===== src/rcfsd_pkg.sv =====
// ----------------------------------------------------------------------------
// rcfsd_pkg
// Shared constants, types and helper functions for the receiver-frame stick
// decoder.
// ----------------------------------------------------------------------------
package rcfsd_pkg;

  // Frame geometry
  localparam int FRAME_BYTES  = 27;
  localparam int BURST_BYTES  = 60;
  localparam int CHANNELS     = 8;
  localparam int WINDOW_TICKS = 200;

  localparam int LEN_W   = 7;
  localparam int IDX_W   = $clog2(FRAME_BYTES);
  localparam int CH_W    = 13;
  localparam int STICK_W = 14;
  localparam int CNT_W   = 8;

  localparam logic [LEN_W-1:0] LEN_MAX   = 7'd127;
  localparam logic [CH_W-1:0]  CH_OFFSET = 13'd420;
  localparam logic [4:0]       NO_PATTERN = 5'h1F;
  localparam logic [CNT_W-1:0] CNT_MAX   = 8'hFF;
  localparam logic [3:0]       ALL_STICKS = 4'hF;

  // Character codes
  localparam logic [7:0] CHR_DOLLAR = 8'h24;
  localparam logic [7:0] CHR_CR     = 8'h0D;
  localparam logic [7:0] CHR_LF     = 8'h0A;
  localparam logic [7:0] CHR_0      = 8'h30;
  localparam logic [7:0] CHR_9      = 8'h39;
  localparam logic [7:0] CHR_LA     = 8'h61;
  localparam logic [7:0] CHR_LF_HEX = 8'h66;
  localparam logic [7:0] CHR_UA     = 8'h41;
  localparam logic [7:0] CHR_UF     = 8'h46;

  // Frame positions
  localparam int POS_START = 0;
  localparam int POS_CR    = 25;
  localparam int POS_LF    = 26;

  // Input opcodes
  typedef enum logic [1:0] {
    OP_BYTE = 2'd0,
    OP_END  = 2'd1,
    OP_TICK = 2'd2,
    OP_NONE = 2'd3
  } op_e;

  // Register indexes
  typedef enum logic [2:0] {
    REG_LOW_THR  = 3'd0,
    REG_HIGH_THR = 3'd1,
    REG_CENTER   = 3'd2,
    REG_TIMEOUT  = 3'd3,
    REG_HOLD     = 3'd4
  } reg_idx_e;

  // Three-position key codes
  localparam logic [1:0] KEY_LOW  = 2'd0;
  localparam logic [1:0] KEY_MID  = 2'd1;
  localparam logic [1:0] KEY_HIGH = 2'd2;

  typedef logic [FRAME_BYTES-1:0][7:0] frame_t;
  typedef logic [CHANNELS-1:0][CH_W-1:0] chan_vec_t;

  // One item as it leaves the input register
  typedef struct packed {
    logic       valid;
    op_e        op;
    logic [7:0] data;
  } step_t;

  // Configuration registers
  typedef struct packed {
    logic [CH_W-1:0]  low_thr;
    logic [CH_W-1:0]  high_thr;
    logic [CH_W-1:0]  center;
    logic [CNT_W-1:0] timeout_limit;
    logic [CNT_W-1:0] hold_limit;
  } cfg_t;

  // Result fields
  typedef struct packed {
    logic                      frame_accepted;
    logic                      timeout_error;
    logic [3:0]                flight_mode;
    logic signed [STICK_W-1:0] roll_value;
    logic signed [STICK_W-1:0] pitch_value;
    logic signed [STICK_W-1:0] yaw_value;
    logic [CH_W-1:0]           throttle_value;
    logic [1:0]                key_one;
    logic [1:0]                key_two;
    logic [1:0]                key_three;
    logic [1:0]                key_four;
    logic [CNT_W-1:0]          frames_in_window;
  } res_t;

  // Hex character to {valid, value}
  function automatic logic [4:0] hex_digit(input logic [7:0] c);
    logic [4:0] r;
    r = 5'd0;
    if (c >= CHR_0 && c <= CHR_9) begin
      r = {1'b1, 4'(c - CHR_0)};
    end else if (c >= CHR_LA && c <= CHR_LF_HEX) begin
      r = {1'b1, 4'(c - CHR_LA + 8'd10)};
    end else if (c >= CHR_UA && c <= CHR_UF) begin
      r = {1'b1, 4'(c - CHR_UA + 8'd10)};
    end
    return r;
  endfunction

  // Leading hex digits of a three-character field, plus the channel offset
  function automatic logic [CH_W-1:0] parse_field(input logic [7:0] c0,
                                                  input logic [7:0] c1,
                                                  input logic [7:0] c2);
    logic [4:0]  d0;
    logic [4:0]  d1;
    logic [4:0]  d2;
    logic [11:0] v;
    d0 = hex_digit(c0);
    d1 = hex_digit(c1);
    d2 = hex_digit(c2);
    if (!d0[4]) begin
      v = 12'd0;
    end else if (!d1[4]) begin
      v = {8'd0, d0[3:0]};
    end else if (!d2[4]) begin
      v = {4'd0, d0[3:0], d1[3:0]};
    end else begin
      v = {d0[3:0], d1[3:0], d2[3:0]};
    end
    return {1'b0, v} + CH_OFFSET;
  endfunction

  // Three-position classification of a channel
  function automatic logic [1:0] key_pos(input logic [CH_W-1:0] v,
                                         input logic [CH_W-1:0] lo,
                                         input logic [CH_W-1:0] hi);
    logic [1:0] k;
    if (v < lo) begin
      k = KEY_LOW;
    end else if (v > hi) begin
      k = KEY_HIGH;
    end else begin
      k = KEY_MID;
    end
    return k;
  endfunction

endpackage


===== src/rcfsd_burst.sv =====
// ----------------------------------------------------------------------------
// rcfsd_burst
// Burst assembler: stores the first frame bytes of each burst, counts its
// length and latches a well-formed burst as the pending frame.
// ----------------------------------------------------------------------------
module rcfsd_burst (
  input  logic            clk,
  input  logic            rst_n,
  input  rcfsd_pkg::step_t step,
  output rcfsd_pkg::frame_t frame_bytes,
  output logic            frame_pending
);
  import rcfsd_pkg::*;

  frame_t           rx_buf_r;
  frame_t           frame_r;
  logic [LEN_W-1:0] burst_len_r;
  logic             pending_r;
  logic             burst_ok;

  // A burst is kept only at the exact length and with both markers in place
  assign burst_ok = (burst_len_r == LEN_W'(BURST_BYTES)) &&
                    (rx_buf_r[POS_START] == CHR_DOLLAR) &&
                    (rx_buf_r[POS_LF] == CHR_LF);

  // Byte store; entries past the frame length are dropped
  always_ff @(posedge clk) begin
    if (step.valid && step.op == OP_BYTE && burst_len_r < LEN_W'(FRAME_BYTES)) begin
      rx_buf_r[burst_len_r[IDX_W-1:0]] <= step.data;
    end
    if (step.valid && step.op == OP_END && burst_ok) begin
      frame_r <= rx_buf_r;
    end
  end

  // Burst length and pending flag
  always_ff @(posedge clk) begin
    if (!rst_n) begin
      burst_len_r <= '0;
      pending_r   <= 1'b0;
    end else if (step.valid) begin
      unique case (step.op)
        OP_BYTE: begin
          if (burst_len_r < LEN_MAX) begin
            burst_len_r <= burst_len_r + LEN_W'(1);
          end
        end
        OP_END: begin
          burst_len_r <= '0;
          if (burst_ok) begin
            pending_r <= 1'b1;
          end
        end
        OP_TICK: begin
          pending_r <= 1'b0;
        end
        default: begin
        end
      endcase
    end
  end

  assign frame_bytes   = frame_r;
  assign frame_pending = pending_r;

endmodule


===== src/rcfsd_decode.sv =====
// ----------------------------------------------------------------------------
// rcfsd_decode
// Frame decoder: checks the frame markers and turns the eight hex fields
// into channel values.
// ----------------------------------------------------------------------------
module rcfsd_decode (
  input  rcfsd_pkg::frame_t    frame_bytes,
  output logic                 frame_ok,
  output rcfsd_pkg::chan_vec_t channels
);
  import rcfsd_pkg::*;

  // Start, carriage return and line feed must all be present
  assign frame_ok = (frame_bytes[POS_START] == CHR_DOLLAR) &&
                    (frame_bytes[POS_CR] == CHR_CR) &&
                    (frame_bytes[POS_LF] == CHR_LF);

  // Channel i occupies three characters starting at byte 3*i+1
  always_comb begin
    for (int i = 0; i < CHANNELS; i++) begin
      channels[i] = parse_field(frame_bytes[3*i+1], frame_bytes[3*i+2],
                                frame_bytes[3*i+3]);
    end
  end

endmodule


===== src/rcfsd_status.sv =====
// ----------------------------------------------------------------------------
// rcfsd_status
// Tick processing: timeout tracking, frame window counting, stick and key
// values, gesture mode and the result register.
// ----------------------------------------------------------------------------
module rcfsd_status (
  input  logic                 clk,
  input  logic                 rst_n,
  input  rcfsd_pkg::step_t     step,
  input  rcfsd_pkg::cfg_t      cfg,
  input  logic                 frame_pending,
  input  logic                 frame_ok,
  input  rcfsd_pkg::chan_vec_t channels,
  input  logic                 out_ready,
  output logic                 out_valid,
  output logic                 out_free,
  output rcfsd_pkg::res_t      res
);
  import rcfsd_pkg::*;

  logic                      tick;
  logic                      accept;
  logic                      roll_over;
  logic [CNT_W-1:0]          wf_base;
  logic [3:0]                lo_bits;
  logic [3:0]                hi_bits;
  logic [CNT_W-1:0]          hold_inc;

  logic                      out_valid_r;
  logic                      accepted_r,  accepted_nxt;
  logic                      timeout_r,   timeout_nxt;
  logic [CNT_W-1:0]          miss_r,      miss_nxt;
  logic [3:0]                mode_r,      mode_nxt;
  logic [4:0]                cand_r,      cand_nxt;
  logic [CNT_W-1:0]          hold_r,      hold_nxt;
  logic [CNT_W-1:0]          wticks_r,    wticks_nxt;
  logic [CNT_W-1:0]          wframes_r,   wframes_nxt;
  logic [CNT_W-1:0]          published_r, published_nxt;
  logic signed [STICK_W-1:0] roll_r,      roll_nxt;
  logic signed [STICK_W-1:0] pitch_r,     pitch_nxt;
  logic signed [STICK_W-1:0] yaw_r,       yaw_nxt;
  logic [CH_W-1:0]           thr_r,       thr_nxt;
  logic [3:0][1:0]           keys_r,      keys_nxt;

  assign tick     = step.valid && (step.op == OP_TICK);
  assign accept   = frame_pending && frame_ok;
  assign out_free = !out_valid_r || out_ready;

  // Stick positions of the first four channels
  always_comb begin
    for (int i = 0; i < 4; i++) begin
      lo_bits[i] = channels[i] < cfg.low_thr;
      hi_bits[i] = !lo_bits[i] && (channels[i] > cfg.high_thr);
    end
  end

  assign hold_inc = (hold_r == CNT_MAX) ? hold_r : hold_r + CNT_W'(1);

  // Next state for one tick
  always_comb begin
    accepted_nxt  = accept;
    timeout_nxt   = timeout_r;
    miss_nxt      = miss_r;
    mode_nxt      = mode_r;
    cand_nxt      = cand_r;
    hold_nxt      = hold_r;
    roll_nxt      = roll_r;
    pitch_nxt     = pitch_r;
    yaw_nxt       = yaw_r;
    thr_nxt       = thr_r;
    keys_nxt      = keys_r;

    // Window of ticks; the frame count restarts when it rolls over
    roll_over     = !(wticks_r < CNT_W'(WINDOW_TICKS));
    wticks_nxt    = roll_over ? '0 : wticks_r + CNT_W'(1);
    published_nxt = roll_over ? wframes_r : published_r;
    wf_base       = roll_over ? '0 : wframes_r;
    wframes_nxt   = (accept && wf_base != CNT_MAX) ? wf_base + CNT_W'(1) : wf_base;

    // Missing-frame count and sticky timeout
    if (!frame_pending) begin
      if (miss_r < cfg.timeout_limit) begin
        miss_nxt = miss_r + CNT_W'(1);
      end else begin
        timeout_nxt = 1'b1;
      end
    end else begin
      miss_nxt = '0;
    end

    if (accept) begin
      // Gesture: every stick at an end, held for long enough
      if ((lo_bits | hi_bits) == ALL_STICKS) begin
        if (cand_r == {1'b0, hi_bits}) begin
          hold_nxt = hold_inc;
          if (hold_inc > cfg.hold_limit) begin
            mode_nxt = hi_bits;
          end
        end else begin
          cand_nxt = {1'b0, hi_bits};
          hold_nxt = '0;
        end
      end else begin
        cand_nxt = NO_PATTERN;
      end

      roll_nxt  = STICK_W'({1'b0, cfg.center} - {1'b0, channels[3]});
      pitch_nxt = STICK_W'({1'b0, cfg.center} - {1'b0, channels[1]});
      yaw_nxt   = STICK_W'({1'b0, channels[0]} - {1'b0, cfg.center});
      thr_nxt   = channels[2];
      for (int i = 0; i < 4; i++) begin
        keys_nxt[i] = key_pos(channels[4+i], cfg.low_thr, cfg.high_thr);
      end
    end
  end

  // State and result registers; the result stays put until it is taken
  always_ff @(posedge clk) begin
    if (!rst_n) begin
      out_valid_r <= 1'b0;
      accepted_r  <= 1'b0;
      timeout_r   <= 1'b0;
      miss_r      <= '0;
      mode_r      <= '0;
      cand_r      <= NO_PATTERN;
      hold_r      <= '0;
      wticks_r    <= '0;
      wframes_r   <= '0;
      published_r <= '0;
      roll_r      <= '0;
      pitch_r     <= '0;
      yaw_r       <= '0;
      thr_r       <= '0;
      keys_r      <= {KEY_LOW, KEY_MID, KEY_LOW, KEY_LOW};
    end else if (tick) begin
      out_valid_r <= 1'b1;
      accepted_r  <= accepted_nxt;
      timeout_r   <= timeout_nxt;
      miss_r      <= miss_nxt;
      mode_r      <= mode_nxt;
      cand_r      <= cand_nxt;
      hold_r      <= hold_nxt;
      wticks_r    <= wticks_nxt;
      wframes_r   <= wframes_nxt;
      published_r <= published_nxt;
      roll_r      <= roll_nxt;
      pitch_r     <= pitch_nxt;
      yaw_r       <= yaw_nxt;
      thr_r       <= thr_nxt;
      keys_r      <= keys_nxt;
    end else if (out_ready) begin
      out_valid_r <= 1'b0;
    end
  end

  assign out_valid            = out_valid_r;
  assign res.frame_accepted   = accepted_r;
  assign res.timeout_error    = timeout_r;
  assign res.flight_mode      = mode_r;
  assign res.roll_value       = roll_r;
  assign res.pitch_value      = pitch_r;
  assign res.yaw_value        = yaw_r;
  assign res.throttle_value   = thr_r;
  assign res.key_one          = keys_r[0];
  assign res.key_two          = keys_r[1];
  assign res.key_three        = keys_r[2];
  assign res.key_four         = keys_r[3];
  assign res.frames_in_window = published_r;

  // The timeout flag never clears once set
  a_timeout_sticky: assert property (@(posedge clk) disable iff (!rst_n)
    timeout_r |=> timeout_r)
    else $error("timeout flag cleared");

  // An accepted frame always restarts the missing-frame count
  a_accept_miss: assert property (@(posedge clk) disable iff (!rst_n)
    accepted_r |-> (miss_r == '0))
    else $error("miss count not cleared by accepted frame");

  // The window tick counter stays within its window
  a_window_range: assert property (@(posedge clk) disable iff (!rst_n)
    wticks_r <= CNT_W'(WINDOW_TICKS))
    else $error("window tick counter out of range");

endmodule


===== src/rc_hex_frame_stick_decoder.sv =====
// ----------------------------------------------------------------------------
// rc_hex_frame_stick_decoder
// Top level of the receiver-frame stick decoder.
// ----------------------------------------------------------------------------
// The input stream carries one transaction per event: in_tuser holds the
// opcode (received byte, end of burst, periodic tick) and in_tdata the byte.
// Only a tick produces an output transaction; it carries the frame-accepted
// flag, sticky timeout flag, flight mode, stick values, key positions and the
// frame count of the last completed window.
// Configuration is written through cfg_valid/cfg_index/cfg_data, which is
// always ready; it should only be written while the block is idle.
// Every input transaction is first held in the input register, from which it
// is processed; a tick's result is then registered in the result register
// and shows on out_tvalid until it is taken. One input
// transaction is taken per cycle; the only limit is the result register,
// which must be free (or being emptied) before a tick can be processed.
// When the receiver stalls, bytes and burst ends still flow until a tick
// reaches the input register, then in_tready falls.
// Reset (synchronous, rst_n low) restores the register defaults, empties
// both stages, clears all counters, flags and stick values, and resets keys.
// ----------------------------------------------------------------------------
module rc_hex_frame_stick_decoder (
  input  logic        clk,
  input  logic        rst_n,
  input  logic        in_tvalid,
  output logic        in_tready,
  input  logic [7:0]  in_tdata,   // [7:0] byte_value
  input  logic [1:0]  in_tuser,   // [1:0] opcode
  output logic        out_tvalid,
  input  logic        out_tready,
  // [0] frame_accepted, [1] timeout_error, [5:2] flight_mode,
  // [19:6] roll_value, [33:20] pitch_value, [47:34] yaw_value,
  // [60:48] throttle_value, [62:61] key_one, [64:63] key_two,
  // [66:65] key_three, [68:67] key_four, [76:69] frames_in_window, rest zero
  output logic [79:0] out_tdata,
  input  logic        cfg_valid,
  output logic        cfg_ready,
  input  logic [2:0]  cfg_index,
  input  logic [12:0] cfg_data
);
  import rcfsd_pkg::*;

  logic       s1_valid_r;
  op_e        s1_op_r;
  logic [7:0] s1_data_r;
  logic       s1_go;
  step_t      step;
  cfg_t       cfg_r;
  frame_t     frame_bytes;
  logic       frame_pending;
  logic       frame_ok;
  chan_vec_t  channels;
  logic       out_free;
  res_t       res;

  // A tick waits in the input register until the result register is free
  assign s1_go     = s1_valid_r && ((s1_op_r != OP_TICK) || out_free);
  assign in_tready = !s1_valid_r || s1_go;

  // Input register
  always_ff @(posedge clk) begin
    if (!rst_n) begin
      s1_valid_r <= 1'b0;
    end else if (in_tready) begin
      s1_valid_r <= in_tvalid;
    end
  end

  always_ff @(posedge clk) begin
    if (in_tready && in_tvalid) begin
      s1_op_r   <= op_e'(in_tuser);
      s1_data_r <= in_tdata;
    end
  end

  assign step.valid = s1_go;
  assign step.op    = s1_op_r;
  assign step.data  = s1_data_r;

  // Configuration registers
  assign cfg_ready = 1'b1;

  always_ff @(posedge clk) begin
    if (!rst_n) begin
      cfg_r.low_thr       <= 13'd1200;
      cfg_r.high_thr      <= 13'd1800;
      cfg_r.center        <= 13'd1500;
      cfg_r.timeout_limit <= 8'd50;
      cfg_r.hold_limit    <= 8'd100;
    end else if (cfg_valid) begin
      unique case (cfg_index)
        REG_LOW_THR:  cfg_r.low_thr       <= cfg_data;
        REG_HIGH_THR: cfg_r.high_thr      <= cfg_data;
        REG_CENTER:   cfg_r.center        <= cfg_data;
        REG_TIMEOUT:  cfg_r.timeout_limit <= cfg_data[CNT_W-1:0];
        REG_HOLD:     cfg_r.hold_limit    <= cfg_data[CNT_W-1:0];
        default: begin
        end
      endcase
    end
  end

  rcfsd_burst u_burst (
    .clk           (clk),
    .rst_n         (rst_n),
    .step          (step),
    .frame_bytes   (frame_bytes),
    .frame_pending (frame_pending)
  );

  rcfsd_decode u_decode (
    .frame_bytes (frame_bytes),
    .frame_ok    (frame_ok),
    .channels    (channels)
  );

  rcfsd_status u_status (
    .clk           (clk),
    .rst_n         (rst_n),
    .step          (step),
    .cfg           (cfg_r),
    .frame_pending (frame_pending),
    .frame_ok      (frame_ok),
    .channels      (channels),
    .out_ready     (out_tready),
    .out_valid     (out_tvalid),
    .out_free      (out_free),
    .res           (res)
  );

  // Output packing, first field in the lowest bits
  assign out_tdata = {3'd0,
                      res.frames_in_window,
                      res.key_four,
                      res.key_three,
                      res.key_two,
                      res.key_one,
                      res.throttle_value,
                      res.yaw_value,
                      res.pitch_value,
                      res.roll_value,
                      res.flight_mode,
                      res.timeout_error,
                      res.frame_accepted};

  // A tick is only processed when its result has somewhere to go
  a_tick_room: assert property (@(posedge clk) disable iff (!rst_n)
    (s1_go && s1_op_r == OP_TICK) |-> (!out_tvalid || out_tready))
    else $error("tick processed over an untaken result");

endmodule


===== config.mk =====
export PLATFORM = sky130hd
export DESIGN_NAME = rc_hex_frame_stick_decoder
export DESIGN_NICKNAME = d
export VERILOG_FILES = /design/src/rcfsd_pkg.sv /design/src/rcfsd_burst.sv /design/src/rcfsd_decode.sv /design/src/rcfsd_status.sv /design/src/rc_hex_frame_stick_decoder.sv
export SDC_FILE = /design/constraint.sdc
export NUM_CORES = 1
export LEC_CHECK = 0
export ABC_AREA = 1
export BUFFER_PORTS_ARGS = -buffer_cell sky130_fd_sc_hd__buf_2
export CORE_ASPECT_RATIO = 0.5
export CORE_MARGIN = 2
export CORE_UTILIZATION = 40
export CTS_CLUSTER_SIZE = 14
export DETAILED_ROUTE_END_ITERATION = 12
export GPL_TIMING_DRIVEN = 0
export HOLD_SLACK_MARGIN = 0.08
export PLACE_DENSITY_LB_ADDON = 0.12
export SYNTH_ARGS = -nofsm -noshare
export SYNTH_HDL_FRONTEND = slang
export SYNTH_SLANG_ARGS = --single-unit

===== constraint.sdc =====
create_clock -name clk -period 74.6 [get_ports clk]
set_input_delay 14.92 -clock clk [delete_from_list [all_inputs] [get_ports clk]]
set_output_delay 14.92 -clock clk [all_outputs]
set_load 0.01 [all_outputs]

; ---- After elaboration in Yosys (flattened, before gate mapping)
; Index checks and enable logic that the tools add are counted.
; Widths: inputs -> output; s select.
[totals]
elab_cells = 650
reg_bits = 621
[classes]
bitwise = 4
eq_ne = 20
n_reduce_logical = 119
order_cmp = 167
mux = 122
n_addsub = 136
[ops]
columns = op, n
row1 = $ge 8x7->1 const B, 48
row2 = $le 8x7->1 const B, 48
row3 = $mux 5, 74
row4 = $mux 12, 24
row5 = $sub 4x1->4 const B, 72
row6 = $bwmux 216, 1
row7 = $add 4x4->4 const B, 48
row8 = $ge 8x6->1 const B, 24
row9 = $le 8x6->1 const B, 24
row10 = $add 12x9->13 const B, 8
row11 = $gt 13x13->1, 8
row12 = $lt 13x13->1, 8
row13 = $logic_and 1x1->1, 90
row14 = $mux 8, 8
row15 = $sub 13x13->14, 3
row16 = $demux 8 s5, 1
row17 = $add 8x1->8 const B, 4
row18 = $eq 8x4->1 const B, 3
row19 = $eq 8x6->1 const B, 2
row20 = $mux 2, 8
row21 = $reduce_and 2->1, 8
row22 = $reduce_and 3->1, 5
row23 = $pmux 7 s2, 1
row24 = $eq 8x8->1 const B, 1
row25 = other kinds (30), 47

; ---- Longest topological paths before layout
[logic_depth]
word_depth = 16
depth_mapped = 38
ltp_nobuf = 38

; ---- Modules after synthesis
; Synthesis repeated with hierarchy kept, for this count alone.
[hier_totals]
cells_unflattened = 4063
hier_area_um2 = 35945.7
[by_module_without_submodules]
columns = module, area_each_um2, seq_area_each_um2, instances, cells_each
row1 = rcfsd_burst, 13849.5, 13132.6, 1, 572
row2 = rcfsd_status, 11531.1, 2302.2, 1, 1668
row3 = rcfsd_decode, 8052.7, 0.0, 1, 1508
row4 = rc_hex_frame_stick_decoder, 2512.4, 1421.4, 1, 315

; ---- Worst setup path after synthesis
; OpenSTA, ideal clock, no wires.
[synth_path]
path_kind = input port to flip-flop
from = input port out_tready
to = register u_burst.frame_r, in the netlist u_burst.frame_bytes[0], enable pin
stages = 4
arrival_time_ns = 35.922
path_slack_ns = 37.353
required_time_ns = 73.275
path_buffers = 0
cell_sequence = inv_1 a31oi_1 inv_1 nor4_1
[synth_between]
elab_chain_len = 5
[synth_rtl]
columns = item, line_no
row1 = "start, declared", rc_hex_frame_stick_decoder.sv:30  ; input logic out_tready,
row2 = $logic_or 1x1->1, rcfsd_status.sv:47  ; assign out_free = !out_valid_r || out_ready;
row3 = $logic_or 1x1->1, rc_hex_frame_stick_decoder.sv:57  ; assign s1_go = s1_valid_r && ((s1_op_r != OP_TICK) || out_free);
row4 = $logic_and 1x1->1, rc_hex_frame_stick_decoder.sv:57
row5 = $logic_and 1x1->1 (2 in a row), rcfsd_burst.sv:31  ; if (step.valid && step.op == OP_END && burst_ok) begin
row6 = "end signal, assigned", rcfsd_burst.sv:32  ; frame_r <= rx_buf_r;
row7 = "end, declared", rcfsd_burst.sv:16  ; frame_t frame_r;
; Every way passes these cells.
; A chain may end at the register's enable or synchronous reset.

; ---- Worst setup path in the final report
[layout_path]
from = input port out_tready
to = output port in_tready
[layout_between]
elab_chain_len = 4
[layout_rtl]
columns = item, line_no
row1 = $logic_or 1x1->1, rcfsd_status.sv:47
row2 = $logic_or 1x1->1, rc_hex_frame_stick_decoder.sv:57
row3 = $logic_and 1x1->1, rc_hex_frame_stick_decoder.sv:57
row4 = $logic_or 1x1->1, rc_hex_frame_stick_decoder.sv:58  ; assign in_tready = !s1_valid_r || s1_go;
row5 = "end, declared", rc_hex_frame_stick_decoder.sv:26  ; output logic in_tready,
; Every way passes these cells.

==> metrics <==
Placed Area 37,500 sq um; Async S/R FF share, synth 0; post_cts resized 0; Cell Chain, Critical Path buf_2, inv_1, nand4_1, buf_2; Reg clk slew, reported paths about 0.060 ns; area grow syn2layout 13.5%; worst-case clock buffer depth 3; CTS tree done; non-filler instance count after layout around 5,200; Worst Tran Pin Value around 1.1 ns; initial antenna violation count 4; via count ~27,000; most used cell, CP buf_2; WL/cell 18.4 microns; H-tree levels 2; RSZ-0062 raised after global routing false; Synth cell types between 60 and 70; EDFF count, synth about 440; type of origin of the critical path input pin; Cell Area, Synth 34,800 sq um; fmax between 0.03 and 0.04 GHz; row cnt between 70 and 80; power per cell area between 15 and 20 nW/um^2; flops & latches, synth 621; routability cong. slightly below 0.9; Synth Area per Inst a little over 9 sq um; Hold Path Stages 0; Worst Setup End Kind primary output; fin util 0.458; DRC viols 0; warnings from Yosys 0; WS Path Type in -> out; Critical Path AT between 15 and 20 ns; DRT Wirelength between 90 and 100 mm; peak supply drop roughly 16 uV; final number of hold-violating endpoints 0; initial core utilization 0.404; area of the multi-input gates about 16,000 sq um; die outline height 213 microns; die extent in x 421 microns; Final #Nets 4,365; core area around 86,000 sq um; max cap viols 0; highest-delay cell along the critical path buf_2; Setup Fix Bufs, Post-CTS 0; fin crit share 0.408; Hold Crit Class reg -> reg; TritonCTS Buffers 58; Pre-antenna DRT Iters 6; Port Buffers ~110; ant diodes 0; Final HPWL DP around 73 mm; FILL cells 8,274; setup_tns 0 ns; gr usage total 0.210; buffer and inverter count on the worst path 3; Crit path required time slightly below 60 ns; grt total ovfl 0; worst setup margin approximately 44 ns; setup violators final 0; post-layout instance area 39,500 sq um; hold slack roughly 0.41 ns; pre-CTS WS 44.18 ns; maximum fanout along the worst path 3; Post-DRT Antenna Nets 0; dominant synthesized flop cell edfxtp_1; first-pass GRT wire length between 100 and 150 mm; worst reg-to-reg path cell count 30; sequential share of the synthesized area 0.484; share of post-route cells with drive strength above 1 0.0922; largest net degree at the start of global routing 17; total die area between 80,000 and 90,000 sq um; Tot Pwr slightly above 700 uW; drt initial violations around 2,100; io pins around 110; Slew headroom 0.242; critical path depth 4; clock skew around 0.036 ns; fin. max-slew vios 0; status complete, no violations; Leakage ~17 nW; Worst-Skew Late Latency ~0.66 ns; fin crit period 30.41 ns; Vias/cell between 5 and 6; Gate Count Post-Synth approximately 3,800; CTS Hold Bufs 0; register area ~17,000 sq um; Clk Tree Root Cell clkbuf_16; critical path's top delay family buffers and inverters; Crit path largest cell delay approximately 0.19 ns; CTS Sinks 621; dpl cells roughly 5,100; vias in the first global route 25,100
[state kept, by name, summed over array words and instances, names as in the netlist, 2 cells and up]
signal / count
u_burst.frame_bytes: 216
u_burst.rx_buf_r: 216
cfg_r: 55
u_status.pitch_r: 14
u_status.roll_r: 14
u_status.yaw_r: 14
u_status.thr_r: 13
s1_data_r: 8
u_status.hold_r: 8
u_status.miss_r: 8
u_status.published_r: 8
u_status.res: 8
u_status.wframes_r: 8
u_status.wticks_r: 8
u_burst.burst_len_r: 7
u_status.cand_r: 5
u_status.mode_r: 4
s1_op_r: 2
[layout by cell type (no fill, tap or decap), types with 59 or more instances in the layout]
master,netlist,final
nand2_1,633,633
buf_2,5,114
ha_1,363,363
o21ai_0,255,255
a21oi_1,305,305
inv_1,495,495
nand3_1,174,174
edfxtp_1,442,442
dfxtp_1,179,179
xor2_1,84,84
nor2_1,297,297
clkbuf_16,0,59
[where the power goes]
part | switching [mW] | total (mW) | internal (mW)
Sequential | 0.00199 | 0.370 | 0.368
Combinational | 0.0200 | 0.0298 | 0.00986
Clock | 0.135 | 0.316 | 0.181
Total | 0.157 | 0.716 | 0.559
[final timing paths]
kind | start | endpoint | slack [ns]
worst max-delay path | out_tready | in_tready | 44.19
worst min-delay path | u_burst.rx_buf_r[192]$_DFFE_PP_ | u_burst.frame_bytes[192]$_DFFE_PP_ | 0.41
worst max register to register | u_burst.frame_bytes[9]$_DFFE_PP_ | u_status.cand_r[1]$_SDFFE_PN1P_ | 68.81
worst min register to register | u_burst.rx_buf_r[192]$_DFFE_PP_ | u_burst.frame_bytes[192]$_DFFE_PP_ | 0.41
[cell families after synthesis]
group	share of synthesized area
and+or+nand+nor	0.171
AOI/OAI and AO/OA	0.119
other	0.000216
muxes	0.000611
DFF	0.484
buffers and inverters	0.0626
xor gates and xnor gates	0.0295
adders and majority gates	0.132
[worst register-to-register path, delay by kind of cell, from the launching register on]
family | cells | cell delay [ns]
compound gates | 4 | 1.49
simple gates | 16 | 1.91
xor+xnor | 2 | 0.58
buf+inv | 5 | 0.51
fa+ha+maj | 3 | 0.73
flops | 1 | 0.42
[layer usage]
layer  wire length [microns]  global-route usage  part of all wire  vias to the layer above
met1                   45400               0.290              0.48                    12500
met2                   42900               0.348              0.45                      585
met4                    2870              0.0664             0.030                        0
met5                       0                   0                 0                        -
met3                    4240              0.0238             0.044                      151
li1                        -                   -                 -                    13300
[synthesized netlist by cell type (36+ instances only)]
cell type / instances / area (sq um)
nand2_1: 633 / 2380
inv_1: 495 / 1860
edfxtp_1: 442 / 13300
ha_1: 363 / 4540
a21oi_1: 305 / 1530
nor2_1: 297 / 1110
o21ai_0: 255 / 1280
dfxtp_1: 179 / 3580
nand3_1: 174 / 871
xor2_1: 84 / 736
nand4_1: 56 / 350
nor3_1: 46 / 230
o211ai_1: 38 / 285
nand2_2: 36 / 225
[cell type report]
cell class,count,area share
multi-input cells,2563,0.399
repair buffers,154,0.0310
plain buffers,49,0.00558
clock inverters,34,0.0117
flip-flops and latches,621,0.427
clock buffers,73,0.0390
well taps,1170,0.0371
inverters,521,0.0496
No activity file was read; power rests on OpenSTA's default activity.
